**config.mk**
```make
export PLATFORM = sky130hd
export DESIGN_NAME = tsi_ram
export DESIGN_NICKNAME = d
export VERILOG_FILES = /design/src/sv/tsi_ram.sv
export SDC_FILE = /design/constraint.sdc
export NUM_CORES = 2
export LEC_CHECK = 0
export BUFFER_PORTS_ARGS = -buffer_cell sky130_fd_sc_hd__buf_2
export CELL_PAD_IN_SITES_DETAIL_PLACEMENT = 0
export CELL_PAD_IN_SITES_GLOBAL_PLACEMENT = 1
export CORE_MARGIN = 4
export CORE_UTILIZATION = 30
export DETAILED_ROUTE_END_ITERATION = 7
export GPL_ROUTABILITY_DRIVEN = 0
export PLACE_DENSITY_LB_ADDON = 0.1
export REMOVE_ABC_BUFFERS = 1
export SLEW_MARGIN = 20
export SYNTH_ARGS = -nofsm -noshare
export SYNTH_HDL_FRONTEND = slang
export SYNTH_SLANG_ARGS = --single-unit
export TNS_END_PERCENT = 30
```
**constraint.sdc**
```tcl
create_clock -name clock -period 5.45 [get_ports clock]
set_input_delay 1.09 -clock clock [delete_from_list [all_inputs] [get_ports clock]]
set_output_delay 1.09 -clock clock [all_outputs]
set_load 0.005 [all_outputs]
```
**src/sv/tsi_ram.sv**
```systemverilog
// generic single-write, single-read synchronous ram, registered read data
// no dependencies
module tsi_ram #(
   parameter int WIDTH  = 32,
   parameter int DEPTH  = 64,
   parameter int ADDR_W = (DEPTH > 1) ? $clog2(DEPTH) : 1
) (
   input  logic              clock,
   input  logic              we,
   input  logic [ADDR_W-1:0] waddr,
   input  logic [WIDTH-1:0]  wdata,
   input  logic [ADDR_W-1:0] raddr,
   output logic [WIDTH-1:0]  rdata
);

   logic [WIDTH-1:0] mem [DEPTH];
   logic [WIDTH-1:0] rdata_ff;

   always_ff @(posedge clock) begin
      if (we) begin
         mem[waddr] <= wdata;
      end
   end

   always_ff @(posedge clock) begin
      rdata_ff <= mem[raddr];
   end

   assign rdata = rdata_ff;

endmodule

```
======== Word level (Yosys, flattened, before mapping) ========
Memory sizes are Yosys's and may differ from the RTL's. A register that Yosys moved wholly into a read port is not among the register bits.
Index checks and enable logic that the tools add are counted.
operators by class
  magnitude comparators ................... 0
  muxes and demuxes ....................... 2
  bitwise logic cells ..................... 0
  equality and inequality tests ........... 0
  add/subtract/negate cells ............... 0
  shift operators ......................... 0
  reductions and logical operators ........ 0
  div/mod/pow operators ................... 0
  multiply operators ...................... 0
operators with widths
  kind     number
  $mux W1  2
storage, ports and cells
  memories ................................ 1
  input port bits ......................... 46
  register bits ........................... 0
  word-level logic and storage cells ...... 3
  bits in latches ......................... 0
  bits in read-only memories .............. 0
  memory bits (writable) .................. 2048
  output and inout port bits .............. 32
memory list
  memory  words  bits a word  read ports  clocked after memory_dff  write ports  line  source
  mem     64     32           1           1                         1            16    logic [WIDTH-1:0] mem [DEPTH];

======== Depth between registers and ports, before layout ========
  depth in word-level cells ............... 2
  gate-level depth with buffers ........... 10

======== Worst setup path before layout ========
OpenSTA, ideal clock, no wires.
  path kind ............................... input -> register
  from .................................... in waddr[3]
  to ...................................... mem mem[48][0], enable pin
  setup slack ............................. 1.200 ns
  cell stages on the path ................. 4
  setup time .............................. 0.461 ns
  arrival time ............................ 3.789 ns
  required time ........................... 4.989 ns
  path buffers ............................ 1
  path through ............................ clkbuf_1 > nor2b_1 > nand4b_1 > nor3_1
RTL lines
  what                line  source
  start: declaration  10    input logic [ADDR_W-1:0] waddr,
  end: declaration    16
No word-level cell before the write port.

==> summary.txt <==
Clk_lat worst skew: 820 ps
Seq/Total Area, Yosys: 79.1%
Synth Instances: 3324
Area Growth Syn to Fin: 16.4%
Synth top area share: 78.3%
Post-CTS resize count: 0
Crit path max-delay family: buffers and inverters
CTS sink count: 2080
H-tree Lvls: 4
Yosys warns: 0
Most frequent CP cell: a21oi_1
Slew @ Worst Pin: 1120 ps
Mux cell area share after synthesis: 16.8%
Static Leak: 28.0 nW
Clk slew on worst S/H paths: 60 ps
Largest net degree at the start of global routing: 89
Io pins: 78
Die width: 520 um
Cell type with the highest aggregate area in the netlist: edfxtp_1
Final worst slack: 2030 ps
RSZ-0062 raised after global routing: false
Mean Syn Cell Area: 23.6 um2
Most frequent cells in the layout: edfxtp_1, mux4_2, clkbuf_16
Final ANT Viol Nets: 0
Residual DRC: 0
Fin nets: 3643
Tcrit/Tclk final: 62.7%
Drt pass-1 iters: 6
Max stage delay on crit path: 630 ps
CP Data Required Time: 6150 ps
Die area: 0.270 mm2
Worst Setup Start Kind: input port
Max Clock Skew: 22.9 ps
Share of cells above drive strength 1: 30.6%
Routed vias/inst: 4.94
Final min period: 3420 ps
Fin. Hold Viols: 0
Starting Density: 30.2%
Main combinational cell family by area after synthesis: multiplexers
TritonCTS buffer count: 218
Core ar.: 0.260 mm2
Max-cap violations: 0
Setup bufs post-CTS: 0
Max Freq: 293 MHz
Synthesized flop and latch total: 2080
Compound-Gate Fraction of Synth Area: 1.67%
Status: finished clean
FP Rows: 187
Commonest non-fill, non-tap cell in the layout: edfxtp_1
CP bufs+invs: 3
Cell Area, Synth: 0.0785 mm2
Worst min-delay path class: input port to flip-flop
Worst VDD drop: 0.327 mV
Die H: 520 um
Setup TNS: 0 ps
Initial antenna violation count: 20
Setup Viol. Count Final: 0
Starting DRC count in detailed routing: 2928
Crit path arrival time: 4120 ps
Filler cells: 23884
DRT Wirelength: 220000 um
WS Path Type: input port to flip-flop
Dpl hpwl: 132000 um
CTS tree: built
Grt ovf: 0
CTS Hold Bufs: 0
Dpl ws: 1020 ps
Vias: 35990
CP max-delay cell: buf_8
Worst setup EP type: flip-flop
PwrDens: 372 mW/mm2
Max Buffers Root-to-Sink: 3
Slew Limit Fails: 0
CTS root buf: clkbuf_16
Adder-cell share of the synthesized area: 0%
Synth area leaders: edfxtp_1, mux4_2, mux2i_1
First-pass GRT wire length: 308000 um
CP Cell Sequence: buf_8, buf_12, buf_4, mux4_2, mux2i_1, a21oi_1, a21oi_1, nor2_1
Synth Area in Simple Gates: 1.27%
Netlist cell types: 34
Routed len/inst: 30.2 um
CP Max Fanout: 55
Port Buffer Count: 77
Slew headroom: 25.1%
Vias in the first global route: 38458
GRT Resource Usage Total: 16.2%
Synth Area in XOR/XNOR: 0%
flip-flops by register name (all words and copies together) (netlist names):
| signal | flops |
|---|---|
| mem | 2048 |
| rdata | 32 |
where the power goes:
group | total, W | internal [W] | switching, W | leakage [nW]
logic | 0.00163 | 0.000600 | 0.00103 | 5.89
registers | 0.0178 | 0.0177 | 0.0000852 | 18.7
clock network | 0.0146 | 0.00852 | 0.00604 | 3.41
total | 0.0340 | 0.0268 | 0.00715 | 28.0
per-layer routing:
layer / vias up / part of all wire, % / GRT usage (%)
met5: - / 0.022 / 0
li1: 14844 / - / -
met3: 283 / 4.1 / 2.93
met1: 20063 / 45 / 22.2
met4: 8 / 2.0 / 3.57
met2: 792 / 49 / 26.9
cell families (layout without fill, tap and decap cells):
family | after synthesis | count (layout)
buf+inv | 182 | 635
compound gates | 202 | 202
mux | 637 | 637
other cells | 0 | 6
simple gates | 223 | 223
flops | 2080 | 2080
final cells by class:
type	count	area [um2]	share of cell area, %
antenna	6	15.0	0.0164
tap	3496	4370	4.79
multi-input combinational	1062	16000	17.5
sequential	2080	62100	68.0
clock inverter	125	1140	1.25
timing repair buffer	235	1950	2.13
clock buffer	275	5810	6.36
path summary, 6_finish.rpt:
kind                from           to  slack [ps]  cells after the start
min reg2reg  mem[28][20]    rdata[20]         800                      4
max reg2reg  mem[15][26]    rdata[26]        3310                      5
max             raddr[0]     rdata[9]        2030                      8
min            wdata[17]  mem[36][17]         640                      1
cells in the mapped netlist (all sizes together):
master / number
or3: 3
or3b: 5
o221ai: 27
nand3b: 5
nor2b: 15
nor3: 7
and2: 2
nand4: 2
nand2: 26
nor2: 137
edfxtp: 2048
nand4b: 1
and3: 4
nand3: 5
buf: 108
or2: 3
o22ai: 84
a21oi: 62
clkbuf: 74
mux4: 544
a311oi: 8
o32ai: 4
dfxtp: 32
a41o: 4
a22oi: 12
mux2i: 93
nand2b: 8
a31oi: 1
metrics by stage:
stage                     instance area (um2)  utilization, %  total power, W  hold WS, ps  cells
after global placement                  84400            32.5          0.0198          787   6873
after CTS                               91400            35.1          0.0345          557   7273
after floorplan                         77600               -          0.0187          663   3142
after detailed placement                84400            32.5          0.0199          783   6873
final                                   91400            35.2          0.0340          644   7279
after global routing                    91400            35.2          0.0353          589   7273
Power figures use the tool's default switching activity.
