--- src/sv/tsi_pkg.sv ---
// types and constants of the three-way sorted intersection block
// no dependencies
package tsi_pkg;

   localparam int DEPTH     = 64;
   localparam int NUM_LISTS = 3;
   localparam int DATA_W    = 32;
   localparam int ADDR_W    = (DEPTH > 1) ? $clog2(DEPTH) : 1;
   localparam int CNT_W     = $clog2(DEPTH + 1);

   typedef logic [ADDR_W-1:0]        addr_type;
   typedef logic [CNT_W-1:0]         count_type;
   typedef logic signed [DATA_W-1:0] data_type;
   typedef logic [1:0]               list_idx_type;

   localparam count_type CNT_MAX = CNT_W'(DEPTH);

   typedef enum logic [1:0] {
      OP_LOAD_FIRST  = 2'd0,
      OP_LOAD_SECOND = 2'd1,
      OP_LOAD_THIRD  = 2'd2,
      OP_RUN         = 2'd3
   } op_type;

   typedef enum logic [1:0] {
      ST_IDLE,
      ST_WALK,
      ST_FINISH
   } state_type;

   typedef struct packed {
      logic [NUM_LISTS-1:0]     we;
      addr_type                 waddr;
      data_type                 wdata;
      addr_type [NUM_LISTS-1:0] raddr;
   } mem_ctl_type;

endpackage

--- src/sv/tsi_ctrl.sv ---
// list counts, walk pointers, sequencer and result register
// depends on tsi_pkg
module tsi_ctrl import tsi_pkg::*; (
   input  logic                     clock,
   input  logic                     reset,
   input  logic                     req_valid,
   output logic                     req_ready,
   input  logic [1:0]               req_operation,
   input  data_type                 req_value,
   output logic                     rsp_valid,
   input  logic                     rsp_ready,
   output data_type                 rsp_common_value,
   output logic                     rsp_found,
   output logic                     rsp_last,
   output mem_ctl_type              mem_ctl,
   input  data_type [NUM_LISTS-1:0] rd_data
);

   state_type state_ff, state_in;
   count_type cnt_ff [NUM_LISTS];
   count_type cnt_in [NUM_LISTS];
   count_type ptr_ff [NUM_LISTS];
   count_type ptr_in [NUM_LISTS];
   logic      pend_valid_ff, pend_valid_in;
   data_type  pend_value_ff, pend_value_in;
   logic      rsp_valid_ff, rsp_valid_in;
   data_type  rsp_value_ff, rsp_value_in;
   logic      rsp_found_ff, rsp_found_in;
   logic      rsp_last_ff, rsp_last_in;

   op_type       op;
   logic         load_en;
   list_idx_type load_idx;
   logic         slot_free;
   logic         walk_done;
   logic         heads_equal;
   logic         emit_new;
   data_type     d0, d1, d2;

   assign op        = op_type'(req_operation);
   assign req_ready = (state_ff == ST_IDLE);
   assign slot_free = !rsp_valid_ff || rsp_ready;
   assign d0        = $signed(rd_data[0]);
   assign d1        = $signed(rd_data[1]);
   assign d2        = $signed(rd_data[2]);
   assign walk_done = (ptr_ff[0] >= cnt_ff[0]) || (ptr_ff[1] >= cnt_ff[1])
                   || (ptr_ff[2] >= cnt_ff[2]);
   assign heads_equal = (d0 == d1) && (d1 == d2);
   assign emit_new    = !pend_valid_ff || (d0 != pend_value_ff);

   always_comb begin
      load_en  = 1'b0;
      load_idx = 2'd0;
      case (op)
         OP_LOAD_FIRST: begin
            load_en  = 1'b1;
            load_idx = 2'd0;
         end
         OP_LOAD_SECOND: begin
            load_en  = 1'b1;
            load_idx = 2'd1;
         end
         OP_LOAD_THIRD: begin
            load_en  = 1'b1;
            load_idx = 2'd2;
         end
         default: begin
            load_en  = 1'b0;
            load_idx = 2'd0;
         end
      endcase
   end

   always_comb begin
      state_in      = state_ff;
      ptr_in        = ptr_ff;
      cnt_in        = cnt_ff;
      pend_valid_in = pend_valid_ff;
      pend_value_in = pend_value_ff;
      rsp_valid_in  = rsp_valid_ff && !rsp_ready;
      rsp_value_in  = rsp_value_ff;
      rsp_found_in  = rsp_found_ff;
      rsp_last_in   = rsp_last_ff;
      mem_ctl.we    = '0;
      mem_ctl.waddr = '0;
      mem_ctl.wdata = req_value;

      case (state_ff)
         ST_IDLE: begin
            for (int l = 0; l < NUM_LISTS; l++) begin
               ptr_in[l] = '0;
            end
            if (req_valid) begin
               if (load_en) begin
                  if (cnt_ff[load_idx] < CNT_MAX) begin
                     mem_ctl.we[load_idx] = 1'b1;
                     mem_ctl.waddr        = cnt_ff[load_idx][ADDR_W-1:0];
                     cnt_in[load_idx]     = cnt_ff[load_idx] + 1'b1;
                  end
               end else begin
                  pend_valid_in = 1'b0;
                  state_in      = ST_WALK;
               end
            end
         end
         ST_WALK: begin
            if (walk_done) begin
               state_in = ST_FINISH;
            end else if (heads_equal) begin
               if (!(emit_new && pend_valid_ff && !slot_free)) begin
                  if (emit_new && pend_valid_ff) begin
                     rsp_valid_in = 1'b1;
                     rsp_value_in = pend_value_ff;
                     rsp_found_in = 1'b1;
                     rsp_last_in  = 1'b0;
                  end
                  if (emit_new) begin
                     pend_valid_in = 1'b1;
                     pend_value_in = d0;
                  end
                  for (int l = 0; l < NUM_LISTS; l++) begin
                     ptr_in[l] = ptr_ff[l] + 1'b1;
                  end
               end
            end else if (d0 < d1) begin
               ptr_in[0] = ptr_ff[0] + 1'b1;
            end else if (d1 < d2) begin
               ptr_in[1] = ptr_ff[1] + 1'b1;
            end else begin
               ptr_in[2] = ptr_ff[2] + 1'b1;
            end
         end
         ST_FINISH: begin
            if (slot_free) begin
               rsp_valid_in  = 1'b1;
               rsp_value_in  = pend_valid_ff ? pend_value_ff : '0;
               rsp_found_in  = pend_valid_ff;
               rsp_last_in   = 1'b1;
               pend_valid_in = 1'b0;
               for (int l = 0; l < NUM_LISTS; l++) begin
                  cnt_in[l] = '0;
               end
               state_in = ST_IDLE;
            end
         end
         default: begin
            state_in = ST_IDLE;
         end
      endcase

      for (int l = 0; l < NUM_LISTS; l++) begin
         mem_ctl.raddr[l] = ptr_in[l][ADDR_W-1:0];
      end
   end

   always_ff @(posedge clock) begin
      if (reset) begin
         state_ff      <= ST_IDLE;
         pend_valid_ff <= 1'b0;
         rsp_valid_ff  <= 1'b0;
         for (int l = 0; l < NUM_LISTS; l++) begin
            cnt_ff[l] <= '0;
            ptr_ff[l] <= '0;
         end
      end else begin
         state_ff      <= state_in;
         pend_valid_ff <= pend_valid_in;
         rsp_valid_ff  <= rsp_valid_in;
         cnt_ff        <= cnt_in;
         ptr_ff        <= ptr_in;
      end
   end

   always_ff @(posedge clock) begin
      pend_value_ff <= pend_value_in;
      rsp_value_ff  <= rsp_value_in;
      rsp_found_ff  <= rsp_found_in;
      rsp_last_ff   <= rsp_last_in;
   end

   assign rsp_valid        = rsp_valid_ff;
   assign rsp_common_value = rsp_value_ff;
   assign rsp_found        = rsp_found_ff;
   assign rsp_last         = rsp_last_ff;

endmodule

--- config.mk ---
export PLATFORM = sky130hd
export DESIGN_NAME = tsi_ctrl
export DESIGN_NICKNAME = d
export VERILOG_FILES = /design/src/sv/tsi_pkg.sv /design/src/sv/tsi_ctrl.sv
export SDC_FILE = /design/constraint.sdc
export NUM_CORES = 1
export LEC_CHECK = 0
export BUFFER_PORTS_ARGS = -buffer_cell sky130_fd_sc_hd__buf_2
export CAP_MARGIN = 20
export CORE_MARGIN = 2
export CORE_UTILIZATION = 45
export DETAILED_ROUTE_END_ITERATION = 10
export GPL_TIMING_DRIVEN = 0
export HOLD_SLACK_MARGIN = 0.06
export PLACE_DENSITY = 0.84
export REMOVE_ABC_BUFFERS = 1
export SKIP_CTS_REPAIR_TIMING = 1
export SLEW_MARGIN = 20
export SYNTH_ARGS = -nofsm -noshare
export SYNTH_HDL_FRONTEND = slang
export SYNTH_SLANG_ARGS = --single-unit
--- constraint.sdc ---
create_clock -name clock -period 4.87 [get_ports clock]
set_input_delay 0.487 -clock clock [delete_from_list [all_inputs] [get_ports clock]]
set_output_delay 0.487 -clock clock [all_outputs]
set_load 0.01 [all_outputs]
# After elaboration in Yosys (flattened, before gate mapping)
# Cells that the tools add are included.
[word_totals]
out_inout_bits = 95
register_bits = 112
wordCells = 150
[classes]
addsub = 4
reduce_logical = 29
n_eq_ne = 23
mux = 65
magnitude_cmp = 10
bitwise = 3
[op_table]
columns = ["operator", "n"]
rows = [
  ["32-bit two-way mux", 6],
  ["21-bit two-way mux", 7],
  ["21-bit case mux with 2 select lines", 2],
  ["32-bit == test", 2],
  ["32-bit < comparator", 2],
  ["32-bit case mux with 2 select lines", 1],
  ["7-bit two-way mux", 6],
  ["9-bit two-way mux", 4],
  ["32-bit != test", 1],
  ["7-bit by 1-bit adder with 7-bit output (second input constant)", 4],
  ["1-bit two-way mux", 24],
  ["21-bit bitwise mux", 1],
  ["7-bit >= comparator", 3],
  ["5-bit AND reduction", 4],
  ["2-bit != test (second input constant)", 9],
  ["3-bit != test (second input constant)", 5],
  ["7-bit binary-select mux with 2-bit select", 1],
  ["7-bit demux with 2-bit select", 1],
  ["14-bit two-way mux", 1],
  ["2-bit two-way mux", 4],
  ["4-bit AND reduction", 2],
  ["8-bit AND reduction", 1],
  ["7-bit < comparator (second input constant)", 1],
  ["1-bit logical AND", 6],
  ["other kinds (21)", 36],
]

# Longest topological paths before layout
[depth]
ltp_word = 12
ltp_mapped = 13
mapped_depth_nobuf = 12

# Worst setup path before layout
# OpenSTA, ideal clock, no wires.
[synth_timing]
path_kind = "register to register"
start = "register cnt_ff[20] (netlist name)"
end = "register pend_value_ff[0], enable pin"
n_path_buf = 1
setup_ns = 0.470
period_less_slack_ns = 4.823
stages_incl_launch_ff = 10
required_time_ns = 4.400
arrival_time_ns = 4.353
slack_ns = 0.047
cell_sequence = "dfxtp_1 > inv_1 > ha_1 > and3_1 > a221oi_2 > nand3_1 > nor3_1 > nand2_1 > clkbuf_1 > a211oi_1"
[synth_via]
elab_chain_len = 5
[synth_rtl]
columns = ["element", "line_no", "text"]
rows = [
  ["start, declared", "tsi_ctrl.sv:20", "count_type cnt_ff [NUM_LISTS];"],
  ["start signal, assigned", "tsi_ctrl.sv:169", "cnt_ff <= cnt_in;"],
  ["7-bit >= comparator", "tsi_ctrl.sv:46", "assign walk_done = (ptr_ff[0] >= cnt_ff[0]) || (ptr_ff[1] >= cnt_ff[1])"],
  ["1-bit logical OR", "tsi_ctrl.sv:46", ""],
  ["1-bit logical OR", "tsi_ctrl.sv:47", "|| (ptr_ff[2] >= cnt_ff[2]);"],
  ["1-bit inverter (no source line)", "--", ""],
  ["5-bit AND reduction (no source line)", "--", ""],
  ["end signal, assigned", "tsi_ctrl.sv:175", "pend_value_ff <= pend_value_in;"],
  ["end, declared", "tsi_ctrl.sv:25", "data_type pend_value_ff, pend_value_in;"],
]
# Every way passes these cells.
# A chain may end at the register's enable or synchronous reset.

==> results.json <==
{
  "drv_cap": 0,
  "min_path_type": "in2reg",
  "ios": 229,
  "hold_ws_ps": 338.2,
  "finalCritPeriodShare": 0.8497,
  "drc_errors": 0,
  "cp.depth": 11,
  "pre_cts_slack_ps": 897.7,
  "crit_path_max_fanout": 16,
  "yosysSeqAreaShare": 0.3719,
  "num_vias": 6376,
  "clockBufferDepth": 2,
  "drt-initial-drc-count": 349,
  "synth-async-reset-ratio": 0,
  "critPathLaunchType": "register",
  "fin_crit_ps": 4138,
  "dieArea_um2": 18420,
  "grt_overflow": 0,
  "synth_area_leaders": "edfxtp_1 25%, ha_1 15%, dfxtp_1 12%",
  "synth_cell_types": 66,
  "outcome": "finished, final reports clean",
  "path_clk_slew_ps": 90,
  "synth-compound-area-share": 0.1253,
  "yosysMostFrequentCell": "inv_1",
  "dpl_cell_area_um2": 8534,
  "yosysTopAreaCell": "edfxtp_1",
  "routed_via_density": 5.473,
  "grt_usage": 0.2247,
  "synth_edf_count": 66,
  "worstPathRequired_ps": 4380,
  "p_leak_nw": 3.920,
  "yosys_most_used_dff": "edfxtp_1",
  "antenna_found_initial": 1,
  "firstDrtPassIters": 4,
  "die_height_um": 135.7,
  "synth_cells": 824,
  "hold_path_depth": 1,
  "grt_pass1_wl_um": 31740,
  "final_cells": 1165,
  "crit_slowest_cell": "nor4b_4",
  "core_area_um2": 17120,
  "cts_made_buffers": 9,
  "cts_tree": "done",
  "fin_ws_ps": 732.1,
  "ys_ff_latch": 112,
  "min_from": "rd_data[18]",
  "hold_viol": 0,
  "worstRegToRegCells": 11,
  "arrival_ps": 3650,
  "clock_skew_ps": 18.47,
  "cpPeakStageDelay_ps": 760,
  "setup_viol": 0,
  "cpMostUsedCell": "nand3_1",
  "total_power_mw": 2.701,
  "crit_buf_inv": 2,
  "synthSimpleGateAreaFrac": 0.1797,
  "ys.warnings.count": 0,
  "cts_root_buf": "clkbuf_16",
  "endpoint_kind": "output pin",
  "finalNetCount": 1164,
  "drt-total-wl_um": 20790,
  "clock_sinks": 112,
  "rsz0062_at_grt": "no",
  "muxShareOfSynthArea": 0.02324,
  "maxSlewViolCount": 0,
  "synth_top_family_by_area": "simple AND/OR/NAND/NOR gates",
  "holdPathEnd": "pend_value_ff[18]",
  "postSynthAreaPerCell_um2": 9.474,
  "power_density_nw_per_um2": 304.8,
  "drive_above_1_share": 0.2215,
  "synthTopCellsByCount": "97 x inv_1, 96 x ha_1, 66 x edfxtp_1, 50 x buf_4, 48 x nand2_1",
  "cp_top_family": "simple AND/OR/NAND/NOR gates",
  "reg2reg_slack_ps": 1450,
  "syn_to_final_growth_pct": 13.53,
  "final_cell_area_um2": 8862,
  "clock_latency_ps": 370,
  "final_util": 0.5178,
  "fmax_mhz": 241.7,
  "synth_fa_ha_area_frac": 0.1539,
  "worstReg2RegEnd": "rsp_common_value[15]",
  "dpl.hpwl_um": 16500,
  "grt_max_degree": 45,
  "post-synth-top-area-fraction": 0.2539,
  "peakVddDrop_v": 0.0001628,
  "die_x_um": 135.7,
  "synthXorXnorAreaFrac": 0.04151,
  "initial_core_util": 0.4561,
  "rows": 48,
  "worst_pin_slew_ps": 930.9,
  "path_cells": "inv_1, ha_1, and3_1, a221oi_2, nand3_1, nor4b_4, nand3_1, o32a_1, nor2_1, mux2i_1, buf_2",
  "finalSetupTns_ps": 0,
  "port_buffers": 164,
  "wl_per_cell_um": 17.85,
  "dpl.cell_count": 1148,
  "final_antenna_net_count": 0,
  "place_congestion": 0.9156,
  "r2r-start": "cnt_ff[20]",
  "syn_area_um2": 7806,
  "crit_type": "reg2out",
  "slew_headroom": 0.3780,
  "htree_levels": 3,
  "first_global_vias": 6316
}
[worst max-delay path by stage]
stage                            from           endpoint  slack (ps)
after floorplan            cnt_ff[20]   pend_value_ff[0]         100
after global placement    rd_data[63]  pend_value_ff[18]       -1680
after detailed placement  rd_data[63]        mem_ctl[10]         900
after CTS                  cnt_ff[20]        mem_ctl[11]         780
after global routing       cnt_ff[20]        mem_ctl[15]         470
final                      cnt_ff[20]        mem_ctl[11]         730
[cells in the final DEF (no fill, tap or decap), drive strengths merged, types with 13 or more instances in the layout]
cell,synthesis,final
nand2,49,49
nand4,29,29
xnor2,34,34
o21ai,29,29
ha,96,96
nand3,22,22
buf,52,167
inv,97,102
nor2,47,47
a22oi,21,21
mux2i,17,17
and2,34,34
edfxtp,66,66
a21oi,45,45
dfxtp,46,46
nor2b,13,13
[report_power, final]
group          leakage, nW  switching (mW)  internal (mW)  total (mW)
Clock                0.159           0.397          0.402       0.798
Combinational         2.79           0.497          0.264       0.761
Sequential           0.971          0.0268           1.12        1.14
[kinds of logic after synthesis]
logic type / count (synthesis)
AND/OR/NAND/NOR: 248
buffers and inverters: 165
AO/OA/AOI/OAI: 148
flip-flops: 112
adder cells (fa/ha/maj): 96
XOR/XNOR: 37
multiplexers: 18
[registers in the layout (all words and copies together) (netlist names)]
| signal | count |
|---|---|
| rsp_common_value | 32 |
| state_ff | 2 |
| rsp_last | 1 |
| pend_valid_ff | 1 |
| rsp_valid | 1 |
| pend_value_ff | 32 |
| rsp_found | 1 |
| ptr_ff | 21 |
| cnt_ff | 21 |
[per-layer routing]
layer,vias to the layer above,global-route usage,wire [µm]
li1,3094,-,-
met1,2968,0.2645,8439
met2,283,0.3931,10220
met3,31,0.06397,1670
met4,0,0.07407,463
met5,-,0.002778,0
[final cells by class]
class,instances,area [µm²]
clock inverters,6,72.57
repair buffers,167,878.3
clock buffers,10,250.2
inverters,97,364.1
diodes,1,2.502
flip-flops and latches,112,2903
well taps,225,281.5
multi-input cells,547,4110
fillers,1528,8254
Power figures use the tool's default switching activity.
